<file path="src/rtl/lss_pkg.sv">
// Shared types and constants for the line sensor steering block.
// Holds the register map, Q1.14 constants and the sensor-to-error table.
// No dependencies.
package lss_pkg;

	// register map (word index = paddr[3:2])
	typedef logic [1:0] reg_idx_t;
	localparam reg_idx_t REG_BASE_SPEED  = 2'd0;
	localparam reg_idx_t REG_MIN_SPEED   = 2'd1;
	localparam reg_idx_t REG_TURN_FACTOR = 2'd2;

	localparam int ADDR_W = 4;
	localparam int DATA_W = 32;
	localparam int CFG_W  = 15;

	// Q1.14 fixed point
	localparam int Q14_FRAC = 14;
	localparam logic [29:0] Q14_HALF = 30'd8192;

	localparam logic [CFG_W-1:0] BASE_SPEED_RST  = 15'd11469;
	localparam logic [CFG_W-1:0] MIN_SPEED_RST   = 15'd3277;
	localparam logic [CFG_W-1:0] TURN_FACTOR_RST = 15'd4915;

	typedef logic signed [15:0] err_t;

	// Weighted line position per sensor pattern, weights -3,-1,+1,+3 from
	// bit 0 up, divided by 3*count and rounded to nearest, ties away from zero.
	function automatic err_t raw_error_lut(input logic [3:0] bits);
		err_t v;
		case (bits)
			4'h0: v = 16'sd0;
			4'h1: v = -16'sd16384;
			4'h2: v = -16'sd5461;
			4'h3: v = -16'sd10923;
			4'h4: v = 16'sd5461;
			4'h5: v = -16'sd5461;
			4'h6: v = 16'sd0;
			4'h7: v = -16'sd5461;
			4'h8: v = 16'sd16384;
			4'h9: v = 16'sd0;
			4'hA: v = 16'sd5461;
			4'hB: v = -16'sd1820;
			4'hC: v = 16'sd10923;
			4'hD: v = 16'sd1820;
			4'hE: v = 16'sd5461;
			default: v = 16'sd0;
		endcase
		return v;
	endfunction

endpackage

</file>
<file path="src/rtl/line_sensor_steering.sv">
// Line sensor steering: four-stage pipeline from sensor bits to wheel speeds.
// Depends on lss_pkg (register map, Q1.14 constants, error table).
// Configuration through an APB-style register port.
//
// Usage: one transaction on the input channel (in_valid/in_stall) carries
// the four line sensor bits of one control period. Each input transaction
// yields exactly one output transaction (out_valid/out_stall) carrying the
// raw error, the filtered error and the left and right wheel speeds.
// Throughput is one transaction per cycle unless the receiver stalls. The
// four register stages are error lookup and ring sum, reciprocal multiply
// for the mean, the gain multiply, and the rounding/clamp stage feeding
// the output register.
// When the receiver stalls, the result holds in the output register and
// the stages behind it keep filling; in_stall rises once every stage holds
// a transaction while the receiver stalls. Reset clears the error ring and
// write slot, empties the pipeline and loads the default speed registers.
// Registers should only be written while the pipeline is empty.
module line_sensor_steering #(
	parameter int FILTER_TAPS = 3
) (
	input  logic                          clk,
	input  logic                          arst_n,
	// input channel
	input  logic                          in_valid,
	output logic                          in_stall,
	input  logic [3:0]                    sensor_bits,
	// output channel
	output logic                          out_valid,
	input  logic                          out_stall,
	output logic signed [15:0]            raw_error,
	output logic signed [15:0]            smooth_error,
	output logic [15:0]                   speed_l,
	output logic [15:0]                   speed_r,
	// register port
	input  logic                          psel,
	input  logic                          penable,
	input  logic                          pwrite,
	input  logic [lss_pkg::ADDR_W-1:0]    paddr,
	input  logic [lss_pkg::DATA_W-1:0]    pwdata,
	output logic [lss_pkg::DATA_W-1:0]    prdata,
	output logic                          pready
);

	localparam int SLOT_W  = (FILTER_TAPS > 1) ? $clog2(FILTER_TAPS) : 1;
	localparam int SUM_W   = 16 + $clog2(FILTER_TAPS);
	localparam int HALF    = FILTER_TAPS / 2;
	localparam int SH      = SUM_W + 3;
	localparam int RECIP   = ((1 << SH) + FILTER_TAPS - 1) / FILTER_TAPS;
	localparam int RECIP_W = SH + 1;
	localparam int PROD_W  = SUM_W + RECIP_W;

	// configuration registers
	logic [lss_pkg::CFG_W-1:0] base_speed_q;
	logic [lss_pkg::CFG_W-1:0] min_speed_q;
	logic [lss_pkg::CFG_W-1:0] turn_factor_q;
	logic                      cfg_wr;

	// ring state
	lss_pkg::err_t     hist_q [FILTER_TAPS];
	logic [SLOT_W-1:0] slot_q;

	// pipeline
	logic              valid_s1, valid_s2, valid_s3, out_valid_q;
	logic              rdy_s1, rdy_s2, rdy_s3, rdy_out;
	logic              accept;
	lss_pkg::err_t     raw_in;
	logic signed [SUM_W-1:0] sum_in;
	lss_pkg::err_t     raw_s1, raw_s2, raw_s3;
	logic signed [SUM_W-1:0] sum_s1;
	logic              neg_s1;
	logic [SUM_W-1:0]  mag_s1;
	logic [SUM_W-1:0]  num_s1;
	logic [PROD_W-1:0] recip_prod;
	logic [14:0]       mag_s2;
	logic              neg_s2, neg_s3;
	lss_pkg::err_t     smooth_s3;
	logic [29:0]       pm_s3;
	logic [29:0]       pm_rnd;
	logic [15:0]       p_rnd;
	logic signed [17:0] spd_lo, spd_hi, spd_l, spd_r, spd_min;
	lss_pkg::err_t     raw_q, smooth_q;
	logic [15:0]       left_q, right_q;

	// register port
	assign pready = 1'b1;
	assign cfg_wr = psel & penable & pwrite;

	always_ff @(posedge clk or negedge arst_n) begin
		if (!arst_n) begin
			base_speed_q  <= lss_pkg::BASE_SPEED_RST;
			min_speed_q   <= lss_pkg::MIN_SPEED_RST;
			turn_factor_q <= lss_pkg::TURN_FACTOR_RST;
		end else if (cfg_wr) begin
			unique case (paddr[3:2])
				lss_pkg::REG_BASE_SPEED:  base_speed_q  <= pwdata[lss_pkg::CFG_W-1:0];
				lss_pkg::REG_MIN_SPEED:   min_speed_q   <= pwdata[lss_pkg::CFG_W-1:0];
				lss_pkg::REG_TURN_FACTOR: turn_factor_q <= pwdata[lss_pkg::CFG_W-1:0];
				default: ;
			endcase
		end
	end

	always_comb begin
		unique case (paddr[3:2])
			lss_pkg::REG_BASE_SPEED:  prdata = lss_pkg::DATA_W'(base_speed_q);
			lss_pkg::REG_MIN_SPEED:   prdata = lss_pkg::DATA_W'(min_speed_q);
			lss_pkg::REG_TURN_FACTOR: prdata = lss_pkg::DATA_W'(turn_factor_q);
			default:                  prdata = '0;
		endcase
	end

	// stage handshake: a stage loads when empty or when the next one loads
	assign rdy_out  = ~out_valid_q | ~out_stall;
	assign rdy_s3   = ~valid_s3 | rdy_out;
	assign rdy_s2   = ~valid_s2 | rdy_s3;
	assign rdy_s1   = ~valid_s1 | rdy_s2;
	assign in_stall = ~rdy_s1;
	assign accept   = in_valid & rdy_s1;

	always_ff @(posedge clk or negedge arst_n) begin
		if (!arst_n) begin
			valid_s1    <= 1'b0;
			valid_s2    <= 1'b0;
			valid_s3    <= 1'b0;
			out_valid_q <= 1'b0;
		end else begin
			if (rdy_s1)  valid_s1    <= in_valid;
			if (rdy_s2)  valid_s2    <= valid_s1;
			if (rdy_s3)  valid_s3    <= valid_s2;
			if (rdy_out) out_valid_q <= valid_s3;
		end
	end

	// error lookup and ring sum with the new error in the current slot
	always_comb begin
		raw_in = lss_pkg::raw_error_lut(sensor_bits);
		sum_in = '0;
		for (int i = 0; i < FILTER_TAPS; i++) begin
			if (slot_q == SLOT_W'(i))
				sum_in = sum_in + SUM_W'(raw_in);
			else
				sum_in = sum_in + SUM_W'(hist_q[i]);
		end
	end

	// ring update on each accepted transaction
	always_ff @(posedge clk or negedge arst_n) begin
		if (!arst_n) begin
			slot_q <= '0;
			for (int i = 0; i < FILTER_TAPS; i++)
				hist_q[i] <= '0;
		end else if (accept) begin
			for (int i = 0; i < FILTER_TAPS; i++) begin
				if (slot_q == SLOT_W'(i))
					hist_q[i] <= raw_in;
			end
			if (slot_q == SLOT_W'(FILTER_TAPS - 1))
				slot_q <= '0;
			else
				slot_q <= slot_q + SLOT_W'(1);
		end
	end

	always_ff @(posedge clk) begin
		if (rdy_s1) begin
			raw_s1 <= raw_in;
			sum_s1 <= sum_in;
		end
	end

	// mean: magnitude plus half, exact floor divide by reciprocal multiply
	assign neg_s1     = sum_s1[SUM_W-1];
	assign mag_s1     = neg_s1 ? SUM_W'(-sum_s1) : SUM_W'(sum_s1);
	assign num_s1     = mag_s1 + SUM_W'(HALF);
	assign recip_prod = PROD_W'(num_s1) * PROD_W'(RECIP);

	always_ff @(posedge clk) begin
		if (rdy_s2) begin
			raw_s2 <= raw_s1;
			neg_s2 <= neg_s1;
			mag_s2 <= recip_prod[SH +: 15];
		end
	end

	// signed mean and gain product on the magnitude
	always_ff @(posedge clk) begin
		if (rdy_s3) begin
			raw_s3    <= raw_s2;
			neg_s3    <= neg_s2;
			smooth_s3 <= neg_s2 ? -$signed({1'b0, mag_s2}) : $signed({1'b0, mag_s2});
			pm_s3     <= 30'(mag_s2) * 30'(turn_factor_q);
		end
	end

	// round the offset to nearest, ties away from zero, steer and clamp from below
	always_comb begin
		pm_rnd  = pm_s3 + lss_pkg::Q14_HALF;
		p_rnd   = pm_rnd[lss_pkg::Q14_FRAC +: 16];
		spd_lo  = $signed({3'b000, base_speed_q}) - $signed({2'b00, p_rnd});
		spd_hi  = $signed({3'b000, base_speed_q}) + $signed({2'b00, p_rnd});
		spd_min = $signed({3'b000, min_speed_q});
		spd_l   = neg_s3 ? spd_hi : spd_lo;
		spd_r   = neg_s3 ? spd_lo : spd_hi;
		if (spd_l < spd_min)
			spd_l = spd_min;
		if (spd_r < spd_min)
			spd_r = spd_min;
	end

	always_ff @(posedge clk) begin
		if (rdy_out) begin
			raw_q    <= raw_s3;
			smooth_q <= smooth_s3;
			left_q   <= spd_l[15:0];
			right_q  <= spd_r[15:0];
		end
	end

	assign out_valid    = out_valid_q;
	assign raw_error    = raw_q;
	assign smooth_error = smooth_q;
	assign speed_l      = left_q;
	assign speed_r      = right_q;

endmodule

</file>
<file path="config.mk">
export PLATFORM = sky130hd
export DESIGN_NAME = line_sensor_steering
export DESIGN_NICKNAME = d
export VERILOG_FILES = /design/src/rtl/lss_pkg.sv /design/src/rtl/line_sensor_steering.sv
export SDC_FILE = /design/constraint.sdc
export NUM_CORES = 1
export LEC_CHECK = 0
export BUFFER_PORTS_ARGS = -buffer_cell sky130_fd_sc_hd__buf_2
export CELL_PAD_IN_SITES_DETAIL_PLACEMENT = 1
export CELL_PAD_IN_SITES_GLOBAL_PLACEMENT = 2
export CORE_ASPECT_RATIO = 2
export CORE_MARGIN = 3
export CORE_UTILIZATION = 41
export CTS_BUF_LIST = sky130_fd_sc_hd__clkbuf_8 sky130_fd_sc_hd__clkbuf_16
export CTS_CLUSTER_SIZE = 12
export DETAILED_ROUTE_END_ITERATION = 8
export HOLD_SLACK_MARGIN = 0.1
export PLACE_DENSITY = 0.83
export RECOVER_POWER = 25
export REMOVE_ABC_BUFFERS = 1
export SYNTH_ARGS = -nofsm -noshare
export SYNTH_HDL_FRONTEND = slang
export SYNTH_SLANG_ARGS = --single-unit
</file>
<file path="constraint.sdc">
create_clock -name clk -period 10.7 [get_ports clk]
set_input_delay 2.675 -clock clk [delete_from_list [all_inputs] [get_ports clk]]
set_output_delay 2.675 -clock clk [all_outputs]
set_load 0.01 [all_outputs]
</file>
### Word level (Yosys, flattened, before mapping)

Memory sizes are Yosys's and may differ from the RTL's.
Index checks and enable logic that the tools add are counted.

| operators by class | value |
|---|---|
| bitwise operators | 13 |
| magnitude comparators | 2 |
| multiply operators | 2 |
| shifts and indexed selects | 0 |
| equal/unequal tests | 4 |
| reduce and logical (&&, ||, !) cells | 8 |
| add/sub/neg operators | 11 |
| multiplexer cells | 11 |
| div/mod/pow operators | 0 |

Operators with widths:

| cell | number |
|---|---|
| $mux 18 | 6 |
| $add 18x16->18 | 4 |
| $mux 15 | 3 |
| $pmux 15 s3 | 1 |
| $lt 18x16->1 | 2 |
| $mul 18x20->36 const B | 1 |
| $add 30x14->30 const B | 1 |
| $mul 15x15->30 | 1 |
| $add 18x1->18 const B | 1 |
| $neg 18->18 | 1 |
| $add 15x16->17 | 1 |
| $sub 15x16->17 | 1 |
| $neg 15->16 | 1 |
| $reduce_and 2->1 | 6 |
| $not 1->1 | 6 |
| $eq 2x1->1 const B | 2 |
| $eq 2x2->1 const B | 2 |
| $logic_not 2->1 | 2 |
| $or 1x1->1 | 4 |
| $and 1x1->1 | 3 |
| $add 2x1->2 const B | 1 |
| $mux 2 | 1 |

| word-level totals | value |
|---|---|
| word-level logic and storage cells | 79 |
| latch bits | 0 |
| bits of input ports | 47 |
| RAM bits | 0 |
| memories kept | 1 |
| memory bits (read-only) | 256 |
| register bits after elaboration | 292 |
| output and inout bits | 99 |

Memories:

| name | words | bits a word | read ports | clocked after memory_dff | wr ports | line | text |
|---|---|---|---|---|---|---|---|
| (name not given) | 16 | 16 | 1 | 0 | 0 | lss_pkg.sv:30 | `case (bits)` |

### Longest topological paths before layout

| depth | value |
|---|---|
| depth in word-level cells | 7 |
| mapped depth | 33 |
| mapped depth without buffers | 32 |

### Least setup slack after synthesis

No wires, ideal clock.

| timing path | value |
|---|---|
| path kind | register -> register |
| start point | register sum_s1[2] |
| end point | register mag_s2[14] (data pin) |
| period minus slack after synthesis | 7.839 ns |
| data required time | 10.440 ns |
| slack | 2.861 ns |
| buffers on the path | 1 |
| setup time | 0.260 ns |
| data arrival time | 7.579 ns |
| stages on the path, launching flop included | 29 |
| cell sequence | edfxtp_1 -> buf_6 -> nor4_4 -> nand2_2 -> a2111oi_4 -> o21a_2 -> nand2_2 -> or4_4 -> or3_1 -> xor2_1 -> ha_1 -> fa_1 -> inv_1 -> fa_1 -> inv_1 -> fa_1 -> fa_1 -> inv_1 -> fa_1 -> inv_1 -> ha_1 -> and2_1 -> o221ai_1 -> o22ai_1 -> o31ai_1 -> a21oi_1 -> or4_1 -> a31oi_1 -> xnor2_1 |

| on the way | value |
|---|---|
| cells in the longest elaborated chain, start to end | 4 |

RTL lines:

| item | line | text |
|---|---|---|
| start, declared | line_sensor_steering.sv:69 | `logic signed [SUM_W-1:0] sum_s1;` |
| start signal, assigned | line_sensor_steering.sv:167 | `sum_s1 <= sum_in;` |
| $neg 18->18 | line_sensor_steering.sv:173 | `assign mag_s1 = neg_s1 ? SUM_W'(-sum_s1) : SUM_W'(sum_s1);` |
| $mux 18 (*) | line_sensor_steering.sv:173 |  |
| $add 18x1->18 (*) | line_sensor_steering.sv:174 | `assign num_s1 = mag_s1 + SUM_W'(HALF);` |
| $mul 18x20->36 (*) | line_sensor_steering.sv:175 | `assign recip_prod = PROD_W'(num_s1) * PROD_W'(RECIP);` |
| net recip_prod[35] | line_sensor_steering.sv:73 | `logic [PROD_W-1:0] recip_prod;` |
| end signal, assigned | line_sensor_steering.sv:181 | `mag_s2 <= recip_prod[SH +: 15];` |
| end, declared | line_sensor_steering.sv:74 | `logic [14:0] mag_s2;` |

The timed path passes the listed nets; every way through them passes the cells marked *.
A chain may end at the register's enable or synchronous reset.

### Worst setup path after layout

Same ends and word-level chain as after synthesis.

==> results.md <==
* Most common cell on crit path: fa_1
* Reg2reg end: mag_s2[14]
* Worst r2r src: sum_s1[2]
* Reg clk slew, reported paths at ~60 ps
* Mux cell area share after synthesis at 0.0450
* Postcts setup bufs at 0
* Synthesized instance count at ~2,600
* CTS tree: done
* Area Growth Syn to Fin at 7.79%
* Drt pass-1 iters at 4
* Clock Sinks at 230
* Critical path depth at 27
* Wire per inst at between 20 and 25 um
* CTS buffer count at 25
* Crit path max-delay family: adder cells
* I/O Pins at 146
* Max cap viols at 4
* Synth top area share at 0.209
* Rows at 128
* # DRC at 0
* Final hold viol count at 0
* Iter 0 DRT Violations at about 510
* M1 WL at ~21,000 um
* First-pass GRT wire length at 111,000 um
* Hold Buf Count CTS at 0
* Post-DRT Antenna Nets at 0
* Post-synthesis cell type count at 75
* Crit start category: register
* Vias in the first global route at 21,281
* Core box area at roughly 60,000 um^2
* Die Wd at ~180 um
* Main combinational cell family by area after synthesis: adder cells
* Critical Path Max Stage Delay at slightly above 600 ps
* Post-synthesis simple-gate area fraction at 0.116
* CP Data Required Time at roughly 11,000 ps
* Worst Hold Class: reg -> reg
* Least-Margin Pin Slew at 3530 ps
* Maximum clock insertion buffer count at 3
* Synth top area cells: fa_1 21%, edfxtp_1 18%, ha_1 15%
* Met2 wire len at 43,100 um
* Layout Nets at approximately 3,200
* Violated checks: max-capacitance violations, max-slew violations
* Layout fillers at ~6,900
* Adder-cell share of the synthesized area at 0.357
* Root Buffer: clkbuf_16
* Routed wl met3 at roughly 1900 um
* Finished Layout Cells at around 3,400
* Resize count post-CTS at 0
* Antenna violations before repair at 1
* Crit end category: register
* CP Max Fanout at 10
* RSZ-0062 raised after global routing: no
* Post-synthesis sequential area ratio at 0.259
* Number of synthesis warnings at 0
* Async S/R FF share, synth at 0.339
* Top Metal Used: met4
* Largest net degree at the start of global routing at approximately 60
* Initial Util at 0.415
* Mapped Area at around 25,000 um^2
* Mean Syn Cell Area at approximately 9.9 um^2
* Dpl hpwl at 58,300 um
* Fin crit period at about 9300 ps
* Fin Clk Skew at ~15 ps
* Critical Path AT at around 9600 ps
* Hold Slack at roughly 420 ps
* GRT Total Usage at 0.217
* Slew margin rel. at -1.35
* Final Cycle Share at 0.868
* Status: finished with violations
* Synth Flop Type: edfxtp_1
* Synth area leader: fa_1
* Clk_lat worst skew at ~580 ps
* Fmax at 0.108 GHz
* Via Count at approximately 18,000
* Die H at between 300 and 400 um
* Seq cells post-synth at 230
* Worst path slowest cell: fa_1
* Worst setup path start: sum_s1[2]
* Dpl cells at 3,374
* Grt total ovfl at 0
* CP Buf/Inv Count at 4
* Setup TNS at 0 ps
* Die area at 64,900 um^2
* Worst Path Class, Setup: reg -> reg
* Endpoints failing setup at 0
* Synth Area in XOR/XNOR at 0.0519
* Port buffer count at 108
* Via density at approximately 5.3
* Post-synth EDFFs at between 150 and 200
* Fraction of layout instances using a drive strength above 1 at 0.106
* Critical path capture point: mag_s2[14]
* GP Congestion at between 0.8 and 0.9
* Reg2Reg Setup Slack at roughly 1400 ps
* Compound-cell area share of the yosys netlist at 0.0867
* Routed wire length at approximately 70,000 um
* Commonest non-fill, non-tap cell in the layout: inv_1
* Max Slew Vio Count at approximately 170
* Worst reg2reg path depth at 27
* Commonest non-fill, non-tap cells in the layout: 432 x inv_1, 299 x ha_1, 273 x nand2_1
* H-tree Lvls at 1
## synth_stat cells, types with 4 or more instances
master    number
mux2_2        71
o21a_1        14
nand4_1       12
o31a_1         6
nor3_1        17
and2_1        92
o41ai_1        8
clkbuf_1      85
buf_1          4
inv_1        421
nor4_1         7
and3_1         6
a211oi_1       6
dfstp_2       22
xor2_1        52
a21o_1        35
a21oi_1       85
xnor2_1       98
or4_1          5
o21bai_1       6
o22ai_1        4
or3_1          7
nand2b_1      20
or2_2         13
nand2_1      274
edfxtp_1     152
nor2_1       102
mux2i_1       34
fa_1         264
buf_4         27
nand3_1       29
a31oi_1       10
dfrtp_1       56
o21ai_0      138
nor2b_1       19
ha_1         299
o31ai_1       10
## logic make-up (layout without fill, tap and decap cells)
logic type | after synthesis | after routing
AOI/OAI and AO/OA | 357 | 357
other | 2 | 19
and+or+nand+nor | 620 | 620
adders and majority gates | 563 | 563
xor gates and xnor gates | 150 | 150
DFF | 230 | 230
buffers and inverters | 542 | 597
muxes | 105 | 105
## through the flow
stage / area [um^2] / setup WS, ps / utilization
final: 27300 / 1410 / 0.447
after global routing: 27300 / 937 / 0.447
after CTS: 27300 / 1300 / 0.447
after detailed placement: 26500 / 1330 / 0.434
after global placement: 26500 / 1510 / 0.434
after floorplan: 24800 / 2830 / -
## state kept, by name, indices dropped and copies added, names as in the netlist
signal / count
smooth_error: 16
valid_s1: 1
smooth_s3: 16
base_speed_q: 15
raw_s3: 9
neg_s2: 1
raw_error: 9
hist_q: 27
slot_q: 2
neg_s3: 1
raw_s2: 9
min_speed_q: 15
turn_factor_q: 15
sum_s1: 18
speed_r: 16
valid_s3: 1
out_valid: 1
valid_s2: 1
raw_s1: 9
pm_s3: 17
speed_l: 16
mag_s2: 15
## worst reg2reg max path, cell delays in order (launching register included)
cell and delay, ps:
edfxtp_1 530, nor4_4 600, nand2_2 140, a2111oi_4 390
o21a_2 200, nand2_2 80, or4_4 540, or3_1 330
xor2_1 440, ha_1 400, fa_1 620, inv_1 100
fa_1 530, inv_1 120, fa_1 500, fa_1 500
inv_1 50, fa_1 530, inv_1 40, ha_1 340
and2_1 180, o221ai_1 90, o22ai_1 140, o31ai_1 580
a21oi_1 190, or4_1 550, a31oi_1 230, xnor2_1 90
## layout make-up
| type | instances | area [um^2] | share of cell area |
|---|---|---|---|
| Clock inverter | 18 | 115 | 0.00422 |
| Tap cell | 780 | 976 | 0.0358 |
| Sequential cell | 230 | 6540 | 0.240 |
| Clock buffer | 28 | 678 | 0.0249 |
| Antenna cell | 1 | 2.50 | 0.0000917 |
| Timing Repair Buffer | 129 | 681 | 0.0250 |
| Inverter | 422 | 1580 | 0.0581 |
| Multi-Input combinational cell | 1813 | 16700 | 0.612 |
## worst min-delay path by stage
stage	startpoint	end	slack, ps	depth (start not counted)
after floorplan	raw_s3[0]	raw_error[0]	400	0
after global placement	raw_s1[14]	raw_s2[14]	400	0
after detailed placement	raw_s2[10]	raw_s3[10]	410	0
after CTS	raw_s3[0]	raw_error[0]	420	0
after global routing	smooth_s3[11]	smooth_error[11]	430	0
final	smooth_s3[10]	smooth_error[10]	420	0
## routing by layer
layer  global-route usage  vias to the layer above
met1                0.185                     9292
met2                0.474                      302
li1                     -                     8452
met5                    0                        -
met3               0.0232                      180
met4                0.103                        0
Power is not shown: default switching activity piles up to over one toggle a cycle in this logic, so the estimate is an artifact.
